File: src/mulid_pkg.sv
// Package for the monotonic ULID generator: field widths, character count
// and the Crockford base32 alphabet. No dependencies.
package mulid_pkg;

	localparam int TIME_W   = 48;
	localparam int RAND_HI_W = 16;
	localparam int RAND_LO_W = 64;
	localparam int RAND_W   = RAND_HI_W + RAND_LO_W;
	localparam int CHAR_W   = 8;
	localparam int DIGIT_W  = 5;
	localparam int CHAR_COUNT = 26;
	localparam int CNT_W    = $clog2(CHAR_COUNT);
	// identifier padded on top so the first digit is a full 5-bit group
	localparam int SHIFT_W  = CHAR_COUNT * DIGIT_W;

	localparam logic [CNT_W-1:0] LAST_CNT = CNT_W'(CHAR_COUNT - 1);

	localparam logic [CHAR_W-1:0] ALPHABET [32] = '{
		8'h30, 8'h31, 8'h32, 8'h33, 8'h34, 8'h35, 8'h36, 8'h37,
		8'h38, 8'h39, 8'h41, 8'h42, 8'h43, 8'h44, 8'h45, 8'h46,
		8'h47, 8'h48, 8'h4A, 8'h4B, 8'h4D, 8'h4E, 8'h50, 8'h51,
		8'h52, 8'h53, 8'h54, 8'h56, 8'h57, 8'h58, 8'h59, 8'h5A
	};

endpackage

File: src/mulid_if.sv
// Channel interfaces of the monotonic ULID generator: configuration write,
// request and character stream. Depends on mulid_pkg.
interface mulid_cfg_if;
	import mulid_pkg::*;
	logic valid;
	logic ready;
	logic monotonic_mode;
	modport source(output valid, output monotonic_mode, input ready);
	modport sink(input valid, input monotonic_mode, output ready);
endinterface

interface mulid_in_if;
	import mulid_pkg::*;
	logic                 valid;
	logic                 ready;
	logic [TIME_W-1:0]    time_millis;
	logic [RAND_HI_W-1:0] random_high;
	logic [RAND_LO_W-1:0] random_low;
	modport source(output valid, output time_millis, output random_high,
		output random_low, input ready);
	modport sink(input valid, input time_millis, input random_high,
		input random_low, output ready);
endinterface

interface mulid_out_if;
	import mulid_pkg::*;
	logic                 valid;
	logic                 ready;
	logic [CHAR_W-1:0]    character;
	logic                 last;
	logic                 overflow;
	logic [TIME_W-1:0]    id_time;
	logic [RAND_HI_W-1:0] id_random_high;
	logic [RAND_LO_W-1:0] id_random_low;
	modport source(output valid, output character, output last, output overflow,
		output id_time, output id_random_high, output id_random_low, input ready);
	modport sink(input valid, input character, input last, input overflow,
		input id_time, input id_random_high, input id_random_low, output ready);
endinterface

File: src/monotonic_ulid_generator.sv
// Monotonic ULID generator: one request in, 26 Crockford base32 characters out.
// The first character is valid the cycle after the request transfer.
// Throughput: one character per cycle while rsp.ready is high, or a lone
// overflow marker instead of the text; the next request is taken in the
// cycle of the last character transfer.
// Reset: stored time and random part clear to zero, monotonic mode sets to 1.
module monotonic_ulid_generator (
	input  logic           clk,
	input  logic           arst_n,
	mulid_cfg_if.sink      cfg,
	mulid_in_if.sink       req,
	mulid_out_if.source    rsp
);
	import mulid_pkg::*;

	logic                  mono_q;
	logic [TIME_W-1:0]     last_time_q;
	logic [RAND_W-1:0]     last_rand_q;

	logic                  busy_q;
	logic                  ovf_q;
	logic [CNT_W-1:0]      cnt_q;
	logic [SHIFT_W-1:0]    sh_q;
	logic [TIME_W-1:0]     id_time_q;
	logic [RAND_W-1:0]     id_rand_q;

	logic                  req_xfer;
	logic                  rsp_xfer;
	logic                  rsp_last;
	logic [RAND_W-1:0]     fresh;
	logic [RAND_W-1:0]     inc;
	logic                  hit;
	logic [RAND_W-1:0]     used;
	logic                  wrap;

	assign fresh = {req.random_high, req.random_low};
	assign inc   = last_rand_q + RAND_W'(1);
	assign hit   = mono_q && (last_rand_q != '0) && (req.time_millis <= last_time_q);
	assign used  = hit ? inc : fresh;
	assign wrap  = hit && (inc == '0);

	assign rsp_last = ovf_q || (cnt_q == LAST_CNT);
	assign rsp_xfer = rsp.valid && rsp.ready;
	assign req.ready = !busy_q || (rsp.ready && rsp_last);
	assign req_xfer = req.valid && req.ready;
	assign cfg.ready = 1'b1;

	always_ff @(posedge clk or negedge arst_n) begin
		if (!arst_n) begin
			mono_q      <= 1'b1;
			last_time_q <= '0;
			last_rand_q <= '0;
			busy_q      <= 1'b0;
			ovf_q       <= 1'b0;
			cnt_q       <= '0;
		end else begin
			if (cfg.valid) begin
				mono_q <= cfg.monotonic_mode;
			end
			if (req_xfer) begin
				busy_q <= 1'b1;
				ovf_q  <= wrap;
				cnt_q  <= '0;
				if (hit) begin
					last_rand_q <= inc;
				end else if (mono_q) begin
					last_time_q <= req.time_millis;
					last_rand_q <= fresh;
				end
			end else if (rsp_xfer) begin
				if (rsp_last) begin
					busy_q <= 1'b0;
				end else begin
					cnt_q <= cnt_q + CNT_W'(1);
				end
			end
		end
	end

	// payload: identifier shifts up one digit per non-final character transfer
	always_ff @(posedge clk) begin
		if (req_xfer) begin
			sh_q      <= {(SHIFT_W - TIME_W - RAND_W)'(0), req.time_millis, used};
			id_time_q <= req.time_millis;
			id_rand_q <= used;
		end else if (rsp_xfer && !rsp_last) begin
			sh_q <= sh_q << DIGIT_W;
		end
	end

	assign rsp.valid          = busy_q;
	assign rsp.last           = rsp_last;
	assign rsp.overflow       = ovf_q;
	assign rsp.character      = ovf_q ? '0 : ALPHABET[sh_q[SHIFT_W-1 -: DIGIT_W]];
	assign rsp.id_time        = id_time_q;
	assign rsp.id_random_high = id_rand_q[RAND_W-1 -: RAND_HI_W];
	assign rsp.id_random_low  = id_rand_q[RAND_LO_W-1:0];

endmodule

File: src/flat_wrapper.sv
// flat-port wrapper written by rule: the top's interface ports become plain ports
module monotonic_ulid_generator_flat import mulid_pkg::*;
  (clk, arst_n, cfg_valid, cfg_monotonic_mode, cfg_ready, req_valid, req_time_millis, req_random_high, req_random_low, req_ready, rsp_valid, rsp_character, rsp_last, rsp_overflow, rsp_id_time, rsp_id_random_high, rsp_id_random_low, rsp_ready);
  mulid_cfg_if cfg_i ();
  mulid_in_if req_i ();
  mulid_out_if rsp_i ();
  input  logic clk;
  input  logic arst_n;
  input wire logic [$bits(cfg_i.valid)-1:0] cfg_valid;
  input wire logic [$bits(cfg_i.monotonic_mode)-1:0] cfg_monotonic_mode;
  output wire logic [$bits(cfg_i.ready)-1:0] cfg_ready;
  input wire logic [$bits(req_i.valid)-1:0] req_valid;
  input wire logic [$bits(req_i.time_millis)-1:0] req_time_millis;
  input wire logic [$bits(req_i.random_high)-1:0] req_random_high;
  input wire logic [$bits(req_i.random_low)-1:0] req_random_low;
  output wire logic [$bits(req_i.ready)-1:0] req_ready;
  output wire logic [$bits(rsp_i.valid)-1:0] rsp_valid;
  output wire logic [$bits(rsp_i.character)-1:0] rsp_character;
  output wire logic [$bits(rsp_i.last)-1:0] rsp_last;
  output wire logic [$bits(rsp_i.overflow)-1:0] rsp_overflow;
  output wire logic [$bits(rsp_i.id_time)-1:0] rsp_id_time;
  output wire logic [$bits(rsp_i.id_random_high)-1:0] rsp_id_random_high;
  output wire logic [$bits(rsp_i.id_random_low)-1:0] rsp_id_random_low;
  input wire logic [$bits(rsp_i.ready)-1:0] rsp_ready;
  assign cfg_i.valid = cfg_valid;
  assign cfg_i.monotonic_mode = cfg_monotonic_mode;
  assign cfg_ready = cfg_i.ready;
  assign req_i.valid = req_valid;
  assign req_i.time_millis = req_time_millis;
  assign req_i.random_high = req_random_high;
  assign req_i.random_low = req_random_low;
  assign req_ready = req_i.ready;
  assign rsp_valid = rsp_i.valid;
  assign rsp_character = rsp_i.character;
  assign rsp_last = rsp_i.last;
  assign rsp_overflow = rsp_i.overflow;
  assign rsp_id_time = rsp_i.id_time;
  assign rsp_id_random_high = rsp_i.id_random_high;
  assign rsp_id_random_low = rsp_i.id_random_low;
  assign rsp_i.ready = rsp_ready;
  monotonic_ulid_generator u_core (.clk(clk), .arst_n(arst_n), .cfg(cfg_i), .req(req_i), .rsp(rsp_i));
endmodule
File: config.mk
export PLATFORM = sky130hd
export DESIGN_NAME = monotonic_ulid_generator_flat
export DESIGN_NICKNAME = d
export VERILOG_FILES = /design/src/mulid_pkg.sv /design/src/mulid_if.sv /design/src/monotonic_ulid_generator.sv /design/src/flat_wrapper.sv
export SDC_FILE = /design/constraint.sdc
export NUM_CORES = 1
export LEC_CHECK = 0
export BUFFER_PORTS_ARGS = -buffer_cell sky130_fd_sc_hd__buf_2
export CORE_MARGIN = 5
export CORE_UTILIZATION = 45
export DETAILED_ROUTE_END_ITERATION = 7
export GPL_ROUTABILITY_DRIVEN = 0
export PLACE_DENSITY = 0.63
export SYNTH_ARGS = -nofsm -noshare
export SYNTH_HDL_FRONTEND = slang
export SYNTH_SLANG_ARGS = --single-unit
export TNS_END_PERCENT = 50
File: constraint.sdc
create_clock -name clk -period 7.2 [get_ports clk]
set_input_delay 0.36 -clock clk [delete_from_list [all_inputs] [get_ports clk]]
set_output_delay 0.36 -clock clk [all_outputs]
set_load 0.005 [all_outputs]
After elaboration in Yosys (flattened, before gate mapping)
Memories as Yosys holds them, arrays and structs flattened. Index checks and enable logic that the tools add are counted.

Register bits: 394. Bits in read-only memories: 256. Output and inout port bits: 141. Logic and storage cells: 54. Memories: 1.

Memories: (name not given) (depth 32, width 8, rd ports 1, clocked after Yosys merged registers in 0, wr ports 0, RTL line monotonic_ulid_generator.sv:94) `assign rsp.character = ovf_q ? '0 : ALPHABET[sh_q[SHIFT_W-1 -: DIGIT_W]];`.

Add/subtract/negate cells: 2. $lt $le $gt $ge: 2. Equality and inequality tests: 2. Muxes and demuxes: 14. Bitwise gates (word level): 2. Reductions and logical operators: 21.

Operators with widths (number): 128-bit two-way mux (2); 80-bit two-way mux (3); 80-bit by 1-bit adder with 80-bit output, second input constant (1); 80-bit logical NOT (1); 80-bit nonzero test (1); 48-bit less-or-equal comparator (1); 8-bit two-way mux (3); 5-bit two-way mux (3); 2-bit nonzero test (4); 1-bit logical AND (7); 6-bit >= comparator, second input constant (1); 5-bit inverter with 6-bit output (1); 2-bit AND reduction (3); 5-bit by 1-bit adder with 5-bit output, second input constant (1); 5-bit equality test, second input constant (1); 1-bit two-way mux (3); 3-bit AND reduction (1); 1-bit logical NOT (2); 1-bit logical OR (2); 2-bit by 1-bit != test with 1-bit output, second input constant (1); 1-bit inverter (1).

Depth between registers and ports, before layout
Gate-level depths: netlist of run 1.

Depth after elaboration: 7. Gate-level depth with buffers: 12. Mapped depth without buffers: 10.

Least setup slack after synthesis of run 1
OpenSTA, ideal clock, no wires.

Kind: reg2reg. Start point: register u_core.cnt_q[1]. End point: register u_core.id_rand_q[0], enable pin. Setup time: 0.542 ns. Data arrival time: 5.022 ns. Required time: 6.658 ns. Setup slack: 1.636 ns. Cell stages (with the launch flop): 9. Period minus slack after synthesis: 5.564 ns. Cell sequence: dfrtp_1 > inv_1 > ha_1 > nand4b_1 > a21oi_1 > o21ai_1 > inv_1 > clkbuf_1 > clkbuf_1.

Cells in the longest elaborated chain, start to end: 5.

RTL lines: start: declaration (RTL line monotonic_ulid_generator.sv:22) `logic [CNT_W-1:0] cnt_q;`; start signal: assignment (RTL line monotonic_ulid_generator.sv:74) `cnt_q <= cnt_q + CNT_W'(1);`; 5-bit equality test (RTL line monotonic_ulid_generator.sv:42) `assign rsp_last = ovf_q || (cnt_q == LAST_CNT);`; 1-bit logical OR (RTL line monotonic_ulid_generator.sv:42); 1-bit logical AND (RTL line monotonic_ulid_generator.sv:44) `assign req.ready = !busy_q || (rsp.ready && rsp_last);`; 1-bit logical OR (RTL line monotonic_ulid_generator.sv:44); 1-bit logical AND (RTL line monotonic_ulid_generator.sv:45) `assign req_xfer = req.valid && req.ready;`; named net u_core.req_xfer (RTL line monotonic_ulid_generator.sv:27) `logic req_xfer;`; end signal: assignment (RTL line monotonic_ulid_generator.sv:85) `id_rand_q <= used;`; end: declaration (RTL line monotonic_ulid_generator.sv:25) `logic [RAND_W-1:0] id_rand_q;`.

The timed path passes the listed nets, and every way through them passes these cells. A chain may end at the register's enable or synchronous reset.

Final worst setup path of run 1
Start point: input req_time_millis[7]. End point: register u_core.sh_q[50], data pin.

Cells in the longest elaborated chain, start to end: 4.

RTL lines: start: declaration (RTL line flat_wrapper.sv:13) `input wire logic [$bits(req_i.time_millis)-1:0] req_time_millis;`; 48-bit less-or-equal comparator (RTL line monotonic_ulid_generator.sv:38) `assign hit = mono_q && (last_rand_q != '0) && (req.time_millis <= last_time_q);`; 1-bit logical AND (RTL line monotonic_ulid_generator.sv:38); 80-bit two-way mux (RTL line monotonic_ulid_generator.sv:39) `assign used = hit ? inc : fresh;`; 128-bit two-way mux (RTL line monotonic_ulid_generator.sv:82) `if (req_xfer) begin`; end signal: assignment (RTL line monotonic_ulid_generator.sv:83) `sh_q <= {(SHIFT_W - TIME_W - RAND_W)'(0), req.time_millis, used};`; end signal: assignment (RTL line monotonic_ulid_generator.sv:87) `sh_q <= sh_q << DIGIT_W;`; end: declaration (RTL line monotonic_ulid_generator.sv:23) `logic [SHIFT_W-1:0] sh_q;`.

No other way between the ends.

==> results of run 1 <==
-- registers in the layout (all words and copies together) (netlist names) --
name                 cells
u_core.cnt_q             5
u_core.id_rand_q        80
u_core.last_rand_q      80
u_core.last_time_q      48
u_core.mono_q            1
u_core.rsp.id_time      48
u_core.rsp.overflow      1
u_core.rsp.valid         1
u_core.sh_q            130
-- logic make-up after synthesis --
group           count (synthesis)  synth area share
simple gates                  629            0.1516
fa+ha+maj                      58           0.03652
mux                           146           0.07821
xor+xnor                       98           0.04320
flops                         394            0.5602
buf+inv                       266           0.05396
other cells                     2         0.0003780
compound gates                261           0.07594
-- worst paths after layout --
path / depth (start not counted) / end / slack [ns] / start
hold / removal: 1 / u_core.rsp.id_time[10] / 0.03 / req_time_millis[10]
max in group asynchronous: 3 / u_core.last_rand_q[61] / 5.36 / arst_n
setup reg to reg: 11 / u_core.sh_q[50] / 3.16 / u_core.last_time_q[7]
hold reg to reg: 2 / u_core.sh_q[129] / 0.49 / u_core.sh_q[124]
setup / recovery: 12 / u_core.sh_q[50] / 3.07 / req_time_millis[7]
min in group asynchronous: 2 / u_core.last_time_q[44] / 0.37 / arst_n
-- power by group through the flow --
stage | clock, W | combinational [W] | sequential, W
after floorplan | 0 | 0.00142 | 0.00316
after global placement | 0 | 0.00166 | 0.00347
after CTS | 0.00221 | 0.00173 | 0.00344
after detailed placement | 0 | 0.00170 | 0.00348
final | 0.00216 | 0.00171 | 0.00345
after global routing | 0.00231 | 0.00193 | 0.00351
-- Yosys cell counts (all sizes together), types with 5 or more instances --
library cell | count | share of area
buf | 41 | 0.011
a31oi | 6 | 0.0019
xor2 | 37 | 0.016
o21ai | 169 | 0.043
inv | 149 | 0.028
and2 | 13 | 0.0041
nor2 | 55 | 0.010
nor3 | 23 | 0.0071
nand4 | 45 | 0.016
o31ai | 6 | 0.0035
mux2i | 90 | 0.045
a211oi | 8 | 0.0030
nand2 | 352 | 0.066
or4 | 8 | 0.0036
a21o | 14 | 0.0053
or2 | 7 | 0.0022
edfxtp | 256 | 0.39
ha | 58 | 0.037
nand4b | 5 | 0.0022
nand3 | 35 | 0.0088
mux2 | 54 | 0.031
nor4 | 34 | 0.012
dfrtp | 135 | 0.17
or3 | 9 | 0.0028
a21oi | 26 | 0.0065
xnor2 | 61 | 0.027
clkbuf | 76 | 0.014
and3 | 19 | 0.0060
and4 | 11 | 0.0048
-- through the flow --
step                setup WS, ns  instance area (sq um)  hold slack, ns  utilization
floorplan                  1.636                  19870         0.06441            -
global placement           2.995                  21600          0.4250       0.4917
detailed placement         2.885                  21600          0.4182       0.4917
CTS                        2.926                  23170      0.00005262       0.5274
global route               2.864                  23170         0.01050       0.5275
finish                     3.069                  23170         0.02532       0.5275
-- layer usage --
layer / global-route usage / part of all wire / vias to the layer above
met5: 0 / 0.00036 / -
met4: 0.06054 / 0.023 / 4
met3: 0.03804 / 0.056 / 76
met2: 0.3530 / 0.49 / 381
met1: 0.2863 / 0.44 / 7055
li1: - / - / 6939
-- timing repair --
item | 4_1_cts | 5_1_grt
hold buffers | 18 | 0
hold endpoints to repair | 84 | 0
resized for setup | 0 | 0
-- area by class of cell --
cell class / instances / area, sq um / share of cell area
Antenna cell: 1 / 2.502 / 0.0001080
Clock inverter: 17 / 136.4 / 0.005885
Tap cell: 592 / 740.7 / 0.03196
Inverter: 149 / 564.3 / 0.02435
Sequential cell: 394 / 11130 / 0.4804
Multi-Input combinational cell: 1194 / 7707 / 0.3326
Timing Repair Buffer: 302 / 1638 / 0.07068
Clock buffer: 63 / 1252 / 0.05405
-- worst register-to-register path: cells and delay by family (launching register included) --
kind,cells,cell delay (ns)
compound gates,7,1.89
fa+ha+maj,1,0.31
buf+inv,2,0.76
flops,1,0.35
mux,1,0.55
==> results.sh, run 1 <==
export IMPL_grt_ovfl_total=0
export IMPL_vias=14460
export IMPL_post_cts_setup_buffers=0
export IMPL_wl_mm=52.28
export IMPL_worst_slew_pin_slew_ns=1.130
export IMPL_p_switching_w=0.002379
export IMPL_clkPwrFrac=0.296
export IMPL_yosys_warnings=0
export IMPL_rsz0062_at_grt="no"
export IMPL_cellPowerDensity_nw_per_um2=315.8
export IMPL_ys_seq_elements=394
export IMPL_layout_min_cycle_time_ns=4.131
export IMPL_syn_area_sq_um=19870
export IMPL_cts_max_path_buffers=3
export IMPL_worstSetupEndpointType="flip-flop"
export IMPL_slowest_stage="a2111oi_0"
export IMPL_die_h_microns=220.1
export IMPL_syn_nets=2046
export IMPL_finalSetupTns_ns=0
export IMPL_drive_above_1_share=0.2081
export IMPL_crit_path_start_kind="input pin"
export IMPL_finalHoldViolations=0
export IMPL_critical_path_class="in -> reg"
export IMPL_skew_ns=0.01437
export IMPL_io_buffers=272
export IMPL_clock_sinks=394
export IMPL_critPathTopFamily="compound AO/OA/AOI/OAI gates"
export IMPL_synth_edff_count=256
export IMPL_synth_cells=1854
export IMPL_synth_async_reset_ratio=0.3452
export IMPL_dr_first_iter_drc_count=958
export IMPL_hold_class="in -> reg"
export IMPL_required_ns=7.58
export IMPL_insertion_delay_ns=0.57
export IMPL_post_drt_wl_per_cell_microns=19.28
export IMPL_io_pin_count=275
export IMPL_switching_share=0.3251
export IMPL_die_area_sq_um=48460
export IMPL_status="complete, no violations"
export IMPL_max_stage_delay_ns=0.71
export IMPL_fin_cells=2712
export IMPL_path_clk_slew_ns=0.06
export IMPL_core_area_sq_um=43930
export IMPL_mostFrequentLayoutCells="nand2_1, buf_2, edfxtp_1"
export IMPL_ys_seq_area_frac=0.5602
export IMPL_synthToLayoutAreaGrowth_pct=16.62
export IMPL_dp_cells=2613
export IMPL_firstDrtPassIters=5
export IMPL_avgSynthCellArea_sq_um=10.72
export IMPL_comb_power_share=0.233
export IMPL_ant_nets=0
export IMPL_nNetsFinal=2276
export IMPL_nFillCells=3975
export IMPL_rows=77
export IMPL_dp_hpwl_mm=37.07
export IMPL_vias_per_cell=5.330
export IMPL_setup_violations=0
export IMPL_cts_inserted_buffers=43
export IMPL_crit_top_cell="o21ai_0"
export IMPL_seqPwrFrac=0.471
export IMPL_grt_pass1_wl_mm=80.52
export IMPL_cts_tree="built"
export IMPL_synth_top_flop_cell="edfxtp_1"
export IMPL_drc=0
export IMPL_die_w_microns=220.1
export IMPL_cellLeakagePower_nw=9.975
export IMPL_arrival_ns=4.51
export IMPL_clockRootBuffer="clkbuf_16"
export IMPL_drv_slew=0
export IMPL_antenna_found_initial=4
export IMPL_track_usage=0.2115
export IMPL_fmax_mhz=242.1
export IMPL_p_total_w=0.007318
export IMPL_initial_core_util=0.4523
export IMPL_internal_power_w=0.004939
export IMPL_crit_chain="dlygate4sd3_1 -> buf_2 -> ha_1 -> a21oi_1 -> o21a_1 -> o221ai_1 -> a2111oi_0 -> o21ai_0 -> o21ai_4 -> buf_4 -> mux2_2 -> o21ai_0"
export IMPL_final_common_cell="nand2_1"
export IMPL_synth_distinct_cells=67
export IMPL_cp_max_fo=50
export IMPL_grt_max_degree=116
export IMPL_period_share=0.5737
export IMPL_max_slew_margin=0.2469
export IMPL_grt_pass1_vias=14310
export IMPL_ir_drop_v=0.0001839
export IMPL_cp_num_buf_inv=3
export IMPL_h_tree_depth=2
export IMPL_cap_violations=0
(Power assumes the default switching activity.)
==> run 2, diff against run 1 <==
--- a/config.mk
+++ b/config.mk
@@ -10,7 +10,7 @@
 export CORE_UTILIZATION = 45
 export DETAILED_ROUTE_END_ITERATION = 7
 export GPL_ROUTABILITY_DRIVEN = 0
-export PLACE_DENSITY = 0.63
+export PLACE_DENSITY = 0.65
 export SYNTH_ARGS = -nofsm -noshare
 export SYNTH_HDL_FRONTEND = slang
 export SYNTH_SLANG_ARGS = --single-unit
==> constraint.sdc (replaced) <==
create_clock -name clk -period 3.5 [get_ports clk]
set_input_delay 0.175 -clock clk [delete_from_list [all_inputs] [get_ports clk]]
set_output_delay 0.175 -clock clk [all_outputs]
set_load 0.005 [all_outputs]
==> results.sh, run 2 (synthesis gave the netlist of run 1 again) <==
export IMPL_status="finished with violations"
export IMPL_violations="hold timing"
export IMPL_critical_path_class="reg -> reg"
export IMPL_hp_start="req_random_low[57]"
export IMPL_synthToLayoutAreaGrowth_pct=25.84
export IMPL_holdWs_ns=-0.01521
export IMPL_grt_pass1_wl_mm=85.18
export IMPL_clock_sinks=394
export IMPL_grt_ovfl_total=0
export IMPL_firstDrtPassIters=7
export IMPL_cts_tree="built"
export IMPL_slowest_stage="nor4_1"
export IMPL_setup_violations=0
export IMPL_cts_inserted_buffers=44
export IMPL_track_usage=0.2226
export IMPL_nNetsFinal=2444
export IMPL_io_buffers=272
export IMPL_fmax_mhz=296.4
export IMPL_worst_slew_pin_slew_ns=0.7556
export IMPL_internal_power_w=0.01069
export IMPL_cellPowerDensity_nw_per_um2=629.5
export IMPL_switching_share=0.3209
export IMPL_io_pin_count=275
export IMPL_drc=0
export IMPL_dr_first_iter_drc_count=1036
export IMPL_vias_per_cell=5.288
export IMPL_max_slew_margin=0.4916
export IMPL_cap_violations=0
export IMPL_path_clk_slew_ns=0.06
export IMPL_crit_chain="nor4_1 -> nand4_1 -> nor4_1 -> buf_4 -> a21oi_1 -> o21ai_0 -> o21ai_4 -> buf_12 -> buf_4 -> mux2i_1 -> o21ai_1"
export IMPL_post_drt_wl_per_cell_microns=19.11
export IMPL_comb_power_share=0.268
export IMPL_p_switching_w=0.005052
export IMPL_clkPwrFrac=0.294
export IMPL_rows=77
export IMPL_fin_area_sq_um=25010
export IMPL_wl_mm=55.03
export IMPL_cellLeakagePower_nw=10.84
export IMPL_antenna_found_initial=1
export IMPL_n_antenna_cell=0
export IMPL_ant_nets=0
export IMPL_worstSetupEndpointType="flip-flop"
export IMPL_reg_largest_list="u_core.sh_q: 130 flops, u_core.id_rand_q: 80 flops, u_core.last_rand_q: 80 flops"
export IMPL_dp_hpwl_mm=38.70
export IMPL_rsz0062_at_grt="yes"
export IMPL_period_share=0.9638
export IMPL_clockRootBuffer="clkbuf_16"
export IMPL_die_h_microns=220.1
export IMPL_largest_register_ffs=130
export IMPL_finalHoldViolations=1
export IMPL_largest_register="u_core.sh_q"
export IMPL_crit_path_start_kind="flip-flop"
export IMPL_vias=15220
export IMPL_insertion_delay_ns=0.57
export IMPL_required_ns=3.79
export IMPL_pre_cts_ws_ns=-0.08124
export IMPL_final_common_cell="nand2_1"
export IMPL_crit_path_start="u_core.last_rand_q[67]"
export IMPL_h_tree_depth=2
export IMPL_core_area_sq_um=43930
export IMPL_ir_drop_v=0.0004048
export IMPL_placed_area_sq_um=22170
export IMPL_seqPwrFrac=0.438
export IMPL_arrival_ns=3.67
export IMPL_grt_max_degree=161
export IMPL_skew_ns=0.01518
export IMPL_cp_max_fo=14
export IMPL_die_w_microns=220.1
export IMPL_mostFrequentLayoutCells="nand2_1, buf_2, edfxtp_1"
export IMPL_finalSetupTns_ns=0
export IMPL_p_total_w=0.01574
export IMPL_cp_num_buf_inv=3
export IMPL_initial_core_util=0.4523
export IMPL_cts_max_path_buffers=3
export IMPL_r2r_start="u_core.last_rand_q[67]"
export IMPL_grt_pass1_vias=15240
export IMPL_max_stage_delay_ns=0.70
export IMPL_hold_class="in -> reg"
export IMPL_drv_slew=0
export IMPL_setup_ws_ns=0.1266
export IMPL_layout_min_cycle_time_ns=3.373
export IMPL_critPathTopFamily="simple AND/OR/NAND/NOR gates"
export IMPL_drive_above_1_share=0.2287
export IMPL_die_area_sq_um=48460
==> run 2: cell types whose count changed in the layout (fill, tap and decap cells not counted), sizes merged <==
cell / change
bufinv: +3
diode: -1
clkbuf: -5
buf: +64
clkinvlp: -2
dlygate4sd3: +103
inv: +2
clkinv: +3
==> run 2: final timing paths <==
check                                    endpoint  slack [ns]  cells after the start
max                               u_core.sh_q[60]        0.13                     11
min                          u_core.id_rand_q[57]       -0.02                      3
max reg2reg                       u_core.sh_q[60]        0.13                     11
min reg2reg                      u_core.sh_q[129]        0.49                      2
max in group asynchronous  u_core.last_rand_q[48]        2.38                      3
min in group asynchronous  u_core.last_time_q[40]        0.19                      2
==> run 2: power by group through the flow <==
stage | logic, W | registers (W) | clock network, W
5_1_grt | 0.00473 | 0.00699 | 0.00496
4_1_cts | 0.00417 | 0.00687 | 0.00474
3_5_place_dp | 0.00402 | 0.00694 | 0
6_report | 0.00422 | 0.00689 | 0.00463
2_1_floorplan | 0.00293 | 0.00649 | 0
3_3_place_gp | 0.00392 | 0.00692 | 0
==> run 2: area by class of cell <==
| cell class | count | area, sq um |
|---|---|---|
| Clock buffer | 58 | 1215 |
| Timing Repair Buffer | 469 | 3332 |
| Inverter | 149 | 564.3 |
| Fill cell | 3757 | 18930 |
| Clock inverter | 23 | 222.7 |
| Sequential cell | 394 | 11130 |
| Tap cell | 592 | 740.7 |
| Multi-Input combinational cell | 1194 | 7799 |
==> run 2: worst reg2reg max path, stage by stage (launching register included) <==
cell and delay (ns):
dfrtp_1 0.47, nor4_1 0.70, nand4_1 0.22, nor4_1 0.25, buf_4 0.19, a21oi_1 0.11
o21ai_0 0.19, o21ai_4 0.18, buf_12 0.20, buf_4 0.15, mux2i_1 0.31, o21ai_1 0.14
==> run 2: per-layer routing <==
metal,share of wire,global-route usage,vias to the layer above
met5,0.00024,0,-
met4,0.026,0.06699,2
met3,0.056,0.03544,87
met2,0.49,0.3795,489
met1,0.43,0.2958,7364
li1,-,-,7282
==> run 2: what timing repair did <==
item                                   in CTS  in global routing
endpoints found under the hold margin     332                  0
buffers inserted                            0                  9
pin swaps                                   0                  1
setup endpoints to repair                   1                104
hold buffers                              121                  0
gates resized for setup                     1                 25
==> run 2: through the flow <==
stage | util | cells
floorplan | - | 1854
global placement | 0.5046 | 2668
detailed placement | 0.5046 | 2668
CTS | 0.5650 | 2870
global route | 0.5692 | 2879
finish | 0.5692 | 2879
==> run 3, diff against run 2 <==
--- a/config.mk
+++ b/config.mk
@@ -8,6 +8,7 @@
 export BUFFER_PORTS_ARGS = -buffer_cell sky130_fd_sc_hd__buf_2
 export CORE_MARGIN = 5
 export CORE_UTILIZATION = 45
+export CTS_BUF_LIST = sky130_fd_sc_hd__clkbuf_16
 export DETAILED_ROUTE_END_ITERATION = 7
 export GPL_ROUTABILITY_DRIVEN = 0
 export PLACE_DENSITY = 0.65
==> constraint.sdc (replaced) <==
create_clock -name clk -period 3.5 [get_ports clk]
set_input_delay 0.7 -clock clk [delete_from_list [all_inputs] [get_ports clk]]
set_output_delay 0.7 -clock clk [all_outputs]
set_load 0.005 [all_outputs]
==> results.sh, run 3 (synthesis gave the netlist of run 1 again) <==
export IMPL_status="complete, no violations"
export IMPL_largest_register_ffs=130
export IMPL_firstDrtPassIters=7
export IMPL_clockRootBuffer="clkbuf_16"
export IMPL_p_total_w=0.01579
export IMPL_nFillCells=3929
export IMPL_required_ns=3.79
export IMPL_core_area_sq_um=43930
export IMPL_die_w_microns=220.1
export IMPL_largest_register="u_core.sh_q"
export IMPL_reg_largest_list="u_core.sh_q: 130 flops, u_core.id_rand_q: 80 flops, u_core.last_rand_q: 80 flops"
export IMPL_worst_slew_pin_slew_ns=0.7577
export IMPL_drive_above_1_share=0.2499
export IMPL_met2WireLength_mm=26.30
export IMPL_die_h_microns=220.1
export IMPL_max_stage_delay_ns=0.41
export IMPL_grt_ovfl_total=0
export IMPL_grt_max_degree=161
export IMPL_vias=14990
export IMPL_layout_min_cycle_time_ns=3.291
export IMPL_highest_layer="met4"
export IMPL_cp_max_fo=17
export IMPL_insertion_delay_ns=0.57
export IMPL_cellLeakagePower_nw=10.58
export IMPL_skew_ns=0.02298
export IMPL_antenna_found_initial=1
export IMPL_fin_area_sq_um=24120
export IMPL_die_area_sq_um=48460
export IMPL_clkPwrFrac=0.298
export IMPL_comb_power_share=0.268
export IMPL_h_tree_depth=2
export IMPL_seqPwrFrac=0.433
export IMPL_cellPowerDensity_nw_per_um2=654.6
export IMPL_cts_inserted_buffers=43
export IMPL_synthToLayoutAreaGrowth_pct=21.38
export IMPL_rsz0062_at_grt="yes"
export IMPL_drc=0
export IMPL_hold_class="in -> async"
export IMPL_track_usage=0.2191
export IMPL_dr_first_iter_drc_count=1087
export IMPL_worstSetupEndpointType="flip-flop"
export IMPL_initial_core_util=0.4523
export IMPL_io_buffers=272
export IMPL_placed_area_sq_um=22570
export IMPL_max_slew_margin=0.4949
export IMPL_crit_path_start_kind="flip-flop"
export IMPL_nNetsFinal=2367
export IMPL_period_share=0.9403
export IMPL_arrival_ns=3.58
export IMPL_vias_per_cell=5.351
export IMPL_finalSetupTns_ns=0
export IMPL_path_clk_slew_ns=0.06
export IMPL_finalHoldViolations=0
export IMPL_crit_cells=13
export IMPL_fmax_mhz=303.8
export IMPL_drv_slew=0
export IMPL_io_pin_count=275
export IMPL_grt_pass1_vias=14980
export IMPL_dp_hpwl_mm=39.25
export IMPL_p_switching_w=0.005020
export IMPL_critPathTopFamily="compound AO/OA/AOI/OAI gates"
export IMPL_crit_chain="inv_1 -> ha_1 -> a21oi_1 -> o21a_1 -> o221ai_1 -> a2111oi_2 -> buf_4 -> o21ai_0 -> o21ai_4 -> buf_12 -> buf_12 -> mux2i_1 -> o21ai_0"
export IMPL_wl_mm=54.24
export IMPL_mostFrequentLayoutCells="nand2_1, buf_2, edfxtp_1"
export IMPL_slowest_stage="a2111oi_2"
export IMPL_cp_num_buf_inv=4
export IMPL_setup_violations=0
export IMPL_ir_drop_v=0.0003532
export IMPL_ant_nets=0
export IMPL_critical_path_class="reg -> reg"
export IMPL_cts_tree="built"
export IMPL_post_drt_wl_per_cell_microns=19.36
export IMPL_wl_met1_mm=23.05
export IMPL_cap_violations=0
export IMPL_rows=77
export IMPL_grt_pass1_wl_mm=83.53
export IMPL_internal_power_w=0.01077
export IMPL_cts_max_path_buffers=3
export IMPL_clock_sinks=394
export IMPL_cts_hold_buffers=0
export IMPL_wl_met3_mm=3.451
export IMPL_reg2regPathDepth=13
export IMPL_final_common_cell="nand2_1"
export IMPL_switching_share=0.3180
## run 3: cell count changes in the layout (fill, tap and decap cells not counted), moves of 3 or more
| cell | previous run | this run |
|---|---|---|
| buf_4 | 61 | 106 |
| bufinv_16 | 4 | 7 |
| clkbuf_1 | 9 | 0 |
| clkbuf_8 | 4 | 0 |
| dlygate4sd3_1 | 121 | 0 |
| inv_1 | 148 | 156 |
| inv_6 | 4 | 1 |
| mux2i_1 | 76 | 81 |
| mux2i_2 | 14 | 8 |
## run 3: final cells by class
class	count	area [sq um]	area share
diodes	1	2.502	0.0001038
inverters	149	564.3	0.02340
clock inverters	34	336.6	0.01396
flip-flops and latches	394	11130	0.4616
clock buffers	45	1126	0.04669
repair buffers	393	2469	0.1024
well taps	592	740.7	0.03071
multi-input cells	1194	7747	0.3212
## run 3: power by group through the flow
stage | clock (W) | sequential (W) | combinational, W
2_1_floorplan | 0 | 0.00649 | 0.00293
3_3_place_gp | 0 | 0.00688 | 0.00409
3_5_place_dp | 0 | 0.00691 | 0.00418
4_1_cts | 0.00480 | 0.00683 | 0.00422
5_1_grt | 0.00501 | 0.00694 | 0.00475
6_report | 0.00471 | 0.00684 | 0.00424
## run 3: final timing paths
kind                                        from                      to  slack (ns)
min                                       arst_n  u_core.last_time_q[41]        0.18
min in group clk                       cfg_valid           u_core.mono_q        0.35
max in group asynchronous                 arst_n  u_core.last_rand_q[59]        2.49
max                        u_core.last_time_q[7]         u_core.sh_q[42]        0.21
min reg2reg                     u_core.sh_q[124]        u_core.sh_q[129]        0.49
max reg2reg                u_core.last_time_q[7]         u_core.sh_q[42]        0.21
## run 3: metrics by stage
step                hold slack (ns)  setup WS (ns)    util  std cells
CTS                          0.2060        0.01378  0.5471       2799
finish                       0.1828         0.2089  0.5490       2802
detailed placement           0.4929        -0.3368  0.5138       2720
global route                 0.2226      -0.008225  0.5489       2801
global placement             0.4675        -0.3652  0.5138       2720
floorplan                    0.4044         0.1906       -       1854
## run 3: what timing repair did
action / in CTS / in global routing
hold endpoints to repair: 0 / 0
setup endpoints to repair: 0 / 172
gates resized for setup: 0 / 12
buffers inserted: 0 / 1
## run 3: per-layer routing
| metal | up-vias | GRT usage |
|---|---|---|
| met5 | - | 0 |
| met4 | 0 | 0.06241 |
| met3 | 89 | 0.03626 |
| met2 | 500 | 0.3653 |
| met1 | 7288 | 0.2989 |
| li1 | 7117 | - |
